### src/hdl/scl_pkg.sv
// shared constants for the sorted char list: sizes, opcodes and status codes
package scl_pkg;

  localparam int SCL_CAPACITY = 16;
  localparam int SCL_MAX_OUT  = 16;
  localparam int SCL_DW       = 8;

  localparam logic [1:0] OP_INSERT = 2'd0;
  localparam logic [1:0] OP_APPEND = 2'd1;
  localparam logic [1:0] OP_REMOVE = 2'd2;
  localparam logic [1:0] OP_DUMP   = 2'd3;

  localparam logic [1:0] ST_OK    = 2'd0;
  localparam logic [1:0] ST_FULL  = 2'd1;
  localparam logic [1:0] ST_RANGE = 2'd2;
  localparam logic [1:0] ST_EMPTY = 2'd3;

  typedef logic [SCL_DW-1:0] byte_t;

endpackage

### src/hdl/sorted_char_list.sv
// sorted char list top level: operation sequencer, entry store and result register
// append, full insert, rejected remove and empty dump go from idle straight to S_DONE
// sorted insert: ripple pass then tail write; remove at p pulls later entries down
// dump streams one entry per cycle while not stalled, min(count,16) results in all
// one operation at a time; the store port (one read, one write a cycle) sets the pace
// reset clears the count and all control; the store is not cleared and needs no sweep
module sorted_char_list
  import scl_pkg::*;
#(
  parameter int CAPACITY = SCL_CAPACITY
) (
  input  logic              clk,
  input  logic              rst_n,
  // request channel
  input  logic              in_valid,
  output logic              in_stall,
  input  logic [1:0]        in_opcode,
  input  logic signed [7:0] in_value,
  input  logic [3:0]        in_position,
  // result channel
  output logic              out_valid,
  input  logic              out_stall,
  output logic signed [7:0] out_item,
  output logic              out_last,
  output logic [1:0]        out_status,
  output logic [4:0]        out_entry_count,
  output logic              out_empty_res
);

  localparam int AW = $clog2(CAPACITY);
  localparam int CW = $clog2(CAPACITY + 1);

  // sequencer states
  localparam logic [2:0] S_IDLE = 3'd0;
  localparam logic [2:0] S_INS  = 3'd1;  // ripple pass: find slot, push later entries up
  localparam logic [2:0] S_TAIL = 3'd2;  // write the carried entry at the old end
  localparam logic [2:0] S_REM  = 3'd3;  // pull later entries down over the gap
  localparam logic [2:0] S_DMP  = 3'd4;  // stream entries out
  localparam logic [2:0] S_DONE = 3'd5;  // post the single result of the request

  logic [2:0]    state_r, state_nxt;
  logic [CW-1:0] fill_r, fill_nxt;
  logic [AW-1:0] k_r, k_nxt;
  byte_t         carry_r, carry_nxt;
  logic          placed_r, placed_nxt;
  logic [1:0]    stat_r, stat_nxt;

  // dump read tracking: rdata holds an entry not yet moved to the result register
  logic          rd_vld_r, rd_vld_nxt;
  logic          rd_last_r, rd_last_nxt;
  logic          rd_done_r, rd_done_nxt;

  // result register
  logic          out_vld_r;
  byte_t         out_item_r;
  logic          out_last_r;
  logic [1:0]    out_status_r;
  logic [4:0]    out_count_r;
  logic          out_empty_r;

  // store port
  logic          we, re;
  logic [AW-1:0] waddr, raddr;
  byte_t         wdata, rdata;

  // result load
  logic          ld;
  byte_t         ld_item;
  logic          ld_last;
  logic [1:0]    ld_stat;

  logic          acc;
  logic          out_free;
  logic          mv;
  logic          issue;
  logic          match;
  logic          wr_ins;
  int            dump_n;
  logic [CW+4:0] fill_x;

  scl_mem #(
    .DEPTH (CAPACITY)
  ) u_mem (
    .clk   (clk),
    .we    (we),
    .waddr (waddr),
    .wdata (wdata),
    .re    (re),
    .raddr (raddr),
    .rdata (rdata)
  );

  assign in_stall = (state_r != S_IDLE);
  assign acc      = in_valid && !in_stall;
  assign out_free = !out_vld_r || !out_stall;
  assign fill_x   = (CW + 5)'(fill_r);

  // a dump shows at most the first sixteen entries
  assign dump_n = (32'(fill_r) > SCL_MAX_OUT) ? SCL_MAX_OUT : 32'(fill_r);

  // insert: the first entry not below the new value takes the new value
  assign match  = !placed_r && ($signed(rdata) >= $signed(carry_r));
  assign wr_ins = placed_r || match;

  assign mv    = (state_r == S_DMP) && rd_vld_r && out_free;
  assign issue = (state_r == S_DMP) && !rd_done_r && (!rd_vld_r || mv);

  always_comb begin
    state_nxt   = state_r;
    fill_nxt    = fill_r;
    k_nxt       = k_r;
    carry_nxt   = carry_r;
    placed_nxt  = placed_r;
    stat_nxt    = stat_r;
    rd_vld_nxt  = rd_vld_r;
    rd_last_nxt = rd_last_r;
    rd_done_nxt = rd_done_r;
    we          = 1'b0;
    waddr       = k_r;
    wdata       = carry_r;
    re          = 1'b0;
    raddr       = k_r;
    ld          = 1'b0;
    ld_item     = '0;
    ld_last     = 1'b1;
    ld_stat     = stat_r;

    unique case (state_r)
      S_IDLE: begin
        if (acc) begin
          unique case (in_opcode)
            OP_INSERT, OP_APPEND: begin
              if (32'(fill_r) >= CAPACITY) begin
                stat_nxt  = ST_FULL;
                state_nxt = S_DONE;
              end else if (in_opcode == OP_APPEND || fill_r == '0) begin
                // goes straight to the end
                we        = 1'b1;
                waddr     = fill_r[AW-1:0];
                wdata     = in_value;
                fill_nxt  = fill_r + CW'(1);
                stat_nxt  = ST_OK;
                state_nxt = S_DONE;
              end else begin
                re         = 1'b1;
                raddr      = '0;
                k_nxt      = '0;
                carry_nxt  = in_value;
                placed_nxt = 1'b0;
                stat_nxt   = ST_OK;
                state_nxt  = S_INS;
              end
            end
            OP_REMOVE: begin
              if (32'(in_position) >= 32'(fill_r)) begin
                stat_nxt  = ST_RANGE;
                state_nxt = S_DONE;
              end else if (32'(in_position) + 1 == 32'(fill_r)) begin
                // last entry: nothing to pull down
                fill_nxt  = fill_r - CW'(1);
                stat_nxt  = ST_OK;
                state_nxt = S_DONE;
              end else begin
                re        = 1'b1;
                raddr     = AW'(in_position) + AW'(1);
                k_nxt     = AW'(in_position);
                stat_nxt  = ST_OK;
                state_nxt = S_REM;
              end
            end
            OP_DUMP: begin
              if (fill_r == '0) begin
                stat_nxt  = ST_EMPTY;
                state_nxt = S_DONE;
              end else begin
                k_nxt       = '0;
                rd_vld_nxt  = 1'b0;
                rd_last_nxt = 1'b0;
                rd_done_nxt = 1'b0;
                stat_nxt    = ST_OK;
                state_nxt   = S_DMP;
              end
            end
          endcase
        end
      end

      S_INS: begin
        // rdata is entry k; once placed, every entry moves up by one
        we    = wr_ins;
        waddr = k_r;
        wdata = carry_r;
        if (wr_ins) begin
          carry_nxt  = rdata;
          placed_nxt = 1'b1;
        end
        if (32'(k_r) + 1 < 32'(fill_r)) begin
          re    = 1'b1;
          raddr = k_r + AW'(1);
          k_nxt = k_r + AW'(1);
        end else begin
          state_nxt = S_TAIL;
        end
      end

      S_TAIL: begin
        // carry is the displaced last entry, or the new value if it sorts last
        we        = 1'b1;
        waddr     = fill_r[AW-1:0];
        wdata     = carry_r;
        fill_nxt  = fill_r + CW'(1);
        state_nxt = S_DONE;
      end

      S_REM: begin
        // rdata is entry k+1, moved down to k
        we    = 1'b1;
        waddr = k_r;
        wdata = rdata;
        if (32'(k_r) + 2 < 32'(fill_r)) begin
          re    = 1'b1;
          raddr = k_r + AW'(1) + AW'(1);
          k_nxt = k_r + AW'(1);
        end else begin
          fill_nxt  = fill_r - CW'(1);
          state_nxt = S_DONE;
        end
      end

      S_DMP: begin
        if (mv) begin
          ld         = 1'b1;
          ld_item    = rdata;
          ld_last    = rd_last_r;
          ld_stat    = ST_OK;
          rd_vld_nxt = 1'b0;
          if (rd_last_r) begin
            state_nxt = S_IDLE;
          end
        end
        // next read lands in rdata as the current one moves out
        if (issue) begin
          re          = 1'b1;
          raddr       = k_r;
          rd_vld_nxt  = 1'b1;
          rd_last_nxt = (32'(k_r) + 1 == dump_n);
          rd_done_nxt = (32'(k_r) + 1 == dump_n);
          k_nxt       = k_r + AW'(1);
        end
      end

      S_DONE: begin
        if (out_free) begin
          ld        = 1'b1;
          ld_item   = '0;
          ld_last   = 1'b1;
          ld_stat   = stat_r;
          state_nxt = S_IDLE;
        end
      end

      default: begin
        state_nxt = S_IDLE;
      end
    endcase
  end

  always_ff @(posedge clk) begin
    if (!rst_n) begin
      state_r   <= S_IDLE;
      fill_r    <= '0;
      rd_vld_r  <= 1'b0;
      rd_last_r <= 1'b0;
      rd_done_r <= 1'b0;
      placed_r  <= 1'b0;
      out_vld_r <= 1'b0;
    end else begin
      state_r   <= state_nxt;
      fill_r    <= fill_nxt;
      rd_vld_r  <= rd_vld_nxt;
      rd_last_r <= rd_last_nxt;
      rd_done_r <= rd_done_nxt;
      placed_r  <= placed_nxt;
      if (ld) begin
        out_vld_r <= 1'b1;
      end else if (!out_stall) begin
        out_vld_r <= 1'b0;
      end
    end
  end

  // datapath registers, no reset needed
  always_ff @(posedge clk) begin
    k_r     <= k_nxt;
    carry_r <= carry_nxt;
    stat_r  <= stat_nxt;
    if (ld) begin
      out_item_r   <= ld_item;
      out_last_r   <= ld_last;
      out_status_r <= ld_stat;
      out_count_r  <= fill_x[4:0];
      out_empty_r  <= (fill_r == '0);
    end
  end

  assign out_valid       = out_vld_r;
  assign out_item        = out_item_r;
  assign out_last        = out_last_r;
  assign out_status      = out_status_r;
  assign out_entry_count = out_count_r;
  assign out_empty_res   = out_empty_r;

endmodule

### src/hdl/scl_mem.sv
// entry store: one write port, one read port with registered read data
module scl_mem
  import scl_pkg::*;
#(
  parameter int DEPTH = SCL_CAPACITY
) (
  input  logic                     clk,
  input  logic                     we,
  input  logic [$clog2(DEPTH)-1:0] waddr,
  input  byte_t                    wdata,
  input  logic                     re,
  input  logic [$clog2(DEPTH)-1:0] raddr,
  output byte_t                    rdata
);

  byte_t mem [DEPTH];

  always_ff @(posedge clk) begin
    if (we) begin
      mem[waddr] <= wdata;
    end
  end

  // read data holds until the next read
  always_ff @(posedge clk) begin
    if (re) begin
      rdata <= mem[raddr];
    end
  end

endmodule

### config.mk
export PLATFORM = sky130hd
export DESIGN_NAME = sorted_char_list
export DESIGN_NICKNAME = d
export VERILOG_FILES = /design/src/hdl/scl_pkg.sv /design/src/hdl/sorted_char_list.sv /design/src/hdl/scl_mem.sv
export SDC_FILE = /design/constraint.sdc
export NUM_CORES = 1
export LEC_CHECK = 0
export BUFFER_PORTS_ARGS = -buffer_cell sky130_fd_sc_hd__buf_2
export CORE_ASPECT_RATIO = 1.4
export CORE_UTILIZATION = 40
export CTS_CLUSTER_SIZE = 10
export DETAILED_ROUTE_END_ITERATION = 12
export GPL_ROUTABILITY_DRIVEN = 0
export PLACE_DENSITY = 0.62
export REMOVE_ABC_BUFFERS = 1
export SLEW_MARGIN = 20
export SYNTH_ARGS = -nofsm -noshare
export SYNTH_HDL_FRONTEND = slang
export SYNTH_SLANG_ARGS = --single-unit
### constraint.sdc
create_clock -name clk -period 5.7 [get_ports clk]
set_input_delay 1.14 -clock clk [delete_from_list [all_inputs] [get_ports clk]]
set_output_delay 1.14 -clock clk [all_outputs]
set_load 0.05 [all_outputs]
# Word level (Yosys, flattened, before mapping)
# Memories as Yosys holds them, arrays and structs flattened. A register that Yosys moved wholly into a read port is not among the register bits.
# Cells that the tools add are included.
[word_totals]
regBits = 43
ram_bits = 128
input_bits = 18
output_inout_bits = 19
n_memories = 1
[op_classes]
addsub = 8
order_cmp = 6
eq_ne = 33
muxes = 97
n_reduce_logical = 34
[memory_table]
columns = ["name", "words", "width", "read_ports", "rd_clocked_by_memory_dff", "wr", "line_no", "text"]
rows = [
  ["u_mem.mem", 16, 8, 1, 1, 1, "scl_mem.sv:16", "byte_t mem [DEPTH];"],
]
[op_table]
columns = ["op", "n"]
rows = [
  ["two-way mux 8 bit", 9],
  ["two-way mux 4 bit", 17],
  ["two-way mux 5 bit", 7],
  ["less-than comparator 32 x 5 -> 1 bit", 1],
  ["one-hot mux 8 bit (2 select lines)", 2],
  ["two-way mux 1 bit", 31],
  ["two-way mux 3 bit", 10],
  ["inequality test 2 bit, second input constant", 12],
  ["one-hot mux 4 bit (3 select lines)", 2],
  ["inequality test 3 bit, second input constant", 7],
  ["one-hot mux 3 bit (6 select lines)", 1],
  ["one-hot mux 4 bit (2 select lines)", 2],
  ["one-hot mux 4 bit (4 select lines)", 1],
  ["one-hot mux 5 bit (3 select lines)", 1],
  ["adder 4 x 1 -> 4 bit, second input constant", 3],
  ["AND reduction 6 bit", 2],
  ["adder 4 x 1 -> 5 bit, second input constant", 2],
  ["equality test 5 bit", 2],
  ["one-hot mux 1 bit (2 select lines)", 5],
  ["one-hot mux 5 bit (2 select lines)", 1],
  ["AND reduction 5 bit", 2],
  ["one-hot mux 3 bit (3 select lines)", 1],
  ["greater-or-equal comparator 8 bit", 1],
  ["two-way mux 2 bit", 4],
  ["other kinds (30)", 52],
]

# Longest topological paths before layout
[depth]
word_depth = 9
ltp_mapped = 16
ltp_nobuf = 13

# By module
# From an unflattened synthesis, not the netlist that was laid out.
[unflattened]
cells_unflattened = 650
hier_area_um2 = 8755.9
[by_module_without_submodules]
columns = ["mod", "instances", "cells_per_inst", "area_per_inst_um2"]
rows = [
  ["scl_mem", 1, 229, 5227.5],
  ["sorted_char_list", 1, 421, 3528.4],
]

# Worst setup path after synthesis
# Ideal clock, no wire load.
[synth_path]
path_kind = "input port to flip-flop"
start = "input in_position[0]"
end = "register u_mem.rdata[6], read port of u_mem.mem (data pin)"
setup_time_ns = 0.255
t_arrival_ns = 3.468
path_slack_ns = 1.976
cell_stages = 14
n_path_buf = 3
cell_sequence = "inv_1 > ha_1 > nand2b_1 > a2111oi_2 > o311a_1 > a21boi_2 > and3_1 > buf_6 > nor2_4 > buf_6 > buf_6 > mux2i_1 > o32ai_1 > and3_1"
[synth_between]
elab_chain_len = 7
elab_cells_between_ends = 14
cone_classes = "2 x add/sub; 1 x order compare; 1 x eq/ne; 10 x mux"
[synth_rtl]
columns = ["item", "line_no", "text"]
rows = [
  ["start, declared", "sorted_char_list.sv:19", "input logic [3:0] in_position,"],
  ["adder 4 x 1 -> 5 bit", "sorted_char_list.sv:158", "end else if (32'(in_position) + 1 == 32'(fill_r)) begin"],
  ["equality test 5 bit", "sorted_char_list.sv:158", ""],
  ["two-way mux 1 bit or two-way mux 4 bit (tied branches)", "sorted_char_list.sv:158", ""],
  ["two-way mux 1 bit or two-way mux 4 bit (tied branches)", "sorted_char_list.sv:155", "if (32'(in_position) >= 32'(fill_r)) begin"],
  ["one-hot mux 1 bit (2 select lines) or one-hot mux 4 bit (2 select lines) (tied branches)", "sorted_char_list.sv:131", "unique case (in_opcode)"],
  ["two-way mux 1 bit or two-way mux 4 bit (tied branches)", "sorted_char_list.sv:130", "if (acc) begin"],
  ["one-hot mux 1 bit (4 select lines) or one-hot mux 4 bit (3 select lines) (tied branches)", "sorted_char_list.sv:128", "unique case (state_r)"],
  ["end, declared", "scl_mem.sv:13", "output byte_t rdata"],
]
# Parallel ways exist; a longest one is shown, timed or not.
# A chain may end at the register's enable or synchronous reset.

# Worst setup path after layout
[layout_path]
start = "register k_r[2]"
end = "register u_mem.rdata[7], read port of u_mem.mem (data pin)"
[layout_between]
elab_chain_len = 5
elab_cells_between_ends = 18
cone_classes = "4 x add/sub; 2 x order compare; 12 x mux"
[layout_rtl]
columns = ["item", "line_no", "text"]
rows = [
  ["start, declared", "sorted_char_list.sv:43", "logic [AW-1:0] k_r, k_nxt;"],
  ["start signal, assigned", "sorted_char_list.sv:294", "k_r <= k_nxt;"],
  ["parallel branches: the longest is 5 deep, another holds less-than comparator 32 x 5 -> 1 bit", "-", ""],
]
# Several ways; the timed one is not identified.

==> flow_metrics.tcl <==
set metrics [dict create \
    drt_wl_total_mm 23.5 \
    drtIter0Drc 484 \
    synth_area_sq_um 9150 \
    pwr-share-clk_pct 16.6 \
    post-route-period-util_pct 84.3 \
    via_per_inst 5.61 \
    area_growth_pct 12.6 \
    skew_ps 9.68 \
    insertion_delay_ps 440 \
    ant_nets 0 \
    postCtsSetupBuffers 0 \
    slew_violations 0 \
    r2r_end "u_mem.rdata[7]" \
    clock.fmax_ghz 0.208 \
    track_usage_pct 21.0 \
    grt_remaining_overflow 0 \
    tightest_slew_ps 1000 \
    num_vias 6248 \
    cap_violations 0 \
    h-tree-depth 4 \
    grt_pass1_vias 6170 \
    synth_area_leaders "edfxtp_1, mux2i_1, ha_1" \
    synth_top_area_share_pct 54.8 \
    root_buffer "clkbuf_16" \
    place_worst_setup_slack_ps 736 \
    power.density_nw_per_um2 651 \
    endpoint_kind "register" \
    cts_hold_buffers 0 \
    dominantRegCellSynth "edfxtp_1" \
    internal_power_mw 3.83 \
    yosysWarnings 0 \
    crit_fanout 17 \
    final_area_sq_um 10300 \
    seqPwrFrac_pct 31.0 \
    hp-class "register to register" \
    slew_headroom_pct 32.9 \
    rows 65 \
    peakVddDrop_v 0.000334 \
    dieArea_sq_um 23500 \
    critPathKind "register to register" \
    seq_area_frac_synth_pct 57.4 \
    synth_top_area_cell "edfxtp_1" \
    status "finished, final reports clean" \
    power_mw 6.70 \
    io_buffers 36 \
    switchingPower_mw 2.88 \
    ys_ff_latch 179 \
    power_leakage_nw 3.80 \
    start_util_pct 40.6 \
    cp.arrival_ps 5110 \
    ios 37 \
    die_y_um 181 \
    path_clk_slew_ps 70 \
    clock_sinks 179 \
    dr.pass1.iters 5 \
    wire_per_inst_um 21.1 \
    layout-drive-gt1-share_pct 16.1 \
    antenna_found_initial 0 \
    ctsResizeCount 0 \
    r2r_start "k_r[2]" \
    cts_tree "done" \
    fin_ws_ps 897 \
    finalSetupViolCount 0 \
    whs_path_depth 2 \
    ff2ff_setup_slack_ps 900 \
    finish.utilization_pct 45.7 \
    r2r_cells 11 \
    worst_setup_path_start_kind "register" \
    netlist_instances 758 \
    yosysUniqueCellTypes 65 \
    grt_max_degree 31 \
    worstHoldStart "placed_r" \
    final.setup.tns_ps 0 \
    period_needed_ps 4800 \
    hpwl_mm 17.1 \
    grt_pass1_wl_mm 35.8 \
    critical_path_required_ps 6010 \
    rsz0062_at_grt "no" \
    async_reset_ff_share_pct 0 \
    diodes 0 \
    cts_buffer_depth 2 \
    min_to "placed_r" \
    cts_buffers 17 \
    die_w_um 130 \
    synth_edf_count 167 \
    combPwrFrac_pct 52.4 \
    hold_viol 0 \
    core-area_sq_um 22500 \
    p_sw_share_pct 42.9 \
    dpl_cell_area_sq_um 9740 \
    avgSynthCellArea_sq_um 12.1 \
    fin_nets 845 \
    drcViolationCount 0 \
]
[cell type report]
class / instances / area, sq um
inverter: 25 / 93.8
clock buffer: 17 / 425
tap: 301 / 377
fill: 2066 / 12200
timing repair buffer: 63 / 408
multi-input combinational: 514 / 3610
sequential: 179 / 5260
clock inverter: 14 / 133
[registers in the layout, indices dropped and copies added, names as in the netlist, 2 cells and up]
signal,count
carry_r,8
stat_r,2
u_mem.mem,128
out_item,8
out_entry_count,5
k_r,4
u_mem.rdata,8
out_status,2
state_r,3
fill_r,5
[worst max-delay path: stages, from the launching register on]
cell	delay, ps
edfxtp_1	680
ha_1	350
ha_1	300
nand2_1	50
o21ai_0	340
a211oi_1	130
o21ai_0	560
a21oi_1	230
o211ai_2	700
nor2_1	370
o32ai_1	690
and3_1	260
[cells in the final DEF, fill, tap and decap left out, types with 20 or more instances in the layout]
cell type  Yosys  final
nand2_1       82     82
and2_1        20     20
a21oi_1       21     21
nor2_1        36     36
buf_4          4     25
ha_1          27     27
o21ai_0       26     25
nor3_1        37     35
buf_2          7     36
edfxtp_1     167    167
nand3_1       20     20
a22oi_1       20     20
mux2i_1       59     59
inv_1         25     25
[synthesized netlist by cell type (all sizes together) (11+ instances only)]
library cell,n
a21oi,21
a22oi,20
and2,20
and3,12
buf,18
clkbuf,22
dfxtp,12
edfxtp,167
ha,27
inv,25
mux2,24
mux2i,59
nand2,82
nand3,20
nor2,37
nor2b,11
nor3,37
o21ai,27
xnor2,13
[stage by stage]
stage                     hold slack, ps  std cells
final                                510       1113
after global routing                 546       1113
after CTS                            513       1113
after detailed placement             504       1082
after global placement               482       1082
after floorplan                      475        718
[cells by family after synthesis]
| family | share of synthesized area (%) |
|---|---|
| multiplexers | 9.66 |
| AO/OA/AOI/OAI | 10.9 |
| adder cells (fa/ha/maj) | 3.69 |
| XOR/XNOR | 1.72 |
| AND/OR/NAND/NOR | 13.3 |
| buffers and inverters | 3.34 |
| flip-flops | 57.4 |
[metal layers]
metal / part of all wire, % / GRT usage [%] / up-vias
met1: 38 / 21.6 / 3065
met2: 54 / 38.9 / 178
li1: - / - / 2945
met4: 4.9 / 12.2 / 0
met3: 3.2 / 3.55 / 60
met5: 0 / 0 / -
[worst max-delay path by stage]
stage / startpoint / to / slack (ps) / depth (start not counted)
after CTS: k_r[2] / u_mem.rdata[7] / 980 / 11
after detailed placement: in_position[0] / u_mem.rdata[7] / 740 / 11
after global routing: k_r[2] / u_mem.rdata[7] / 800 / 11
after global placement: in_position[0] / u_mem.rdata[7] / 730 / 11
final: k_r[2] / u_mem.rdata[7] / 900 / 11
after floorplan: in_position[0] / u_mem.rdata[0] / -1360 / 10
[power groups by stage]
stage | combinational (mW) | sequential [mW] | clock, mW
after global routing | 3.80 | 2.10 | 1.18
after floorplan | 2.46 | 2.10 | 0
after detailed placement | 3.49 | 2.10 | 0
after CTS | 3.50 | 2.08 | 1.13
after global placement | 3.45 | 2.10 | 0
final | 3.51 | 2.08 | 1.11
(Power assumes the default switching activity.)
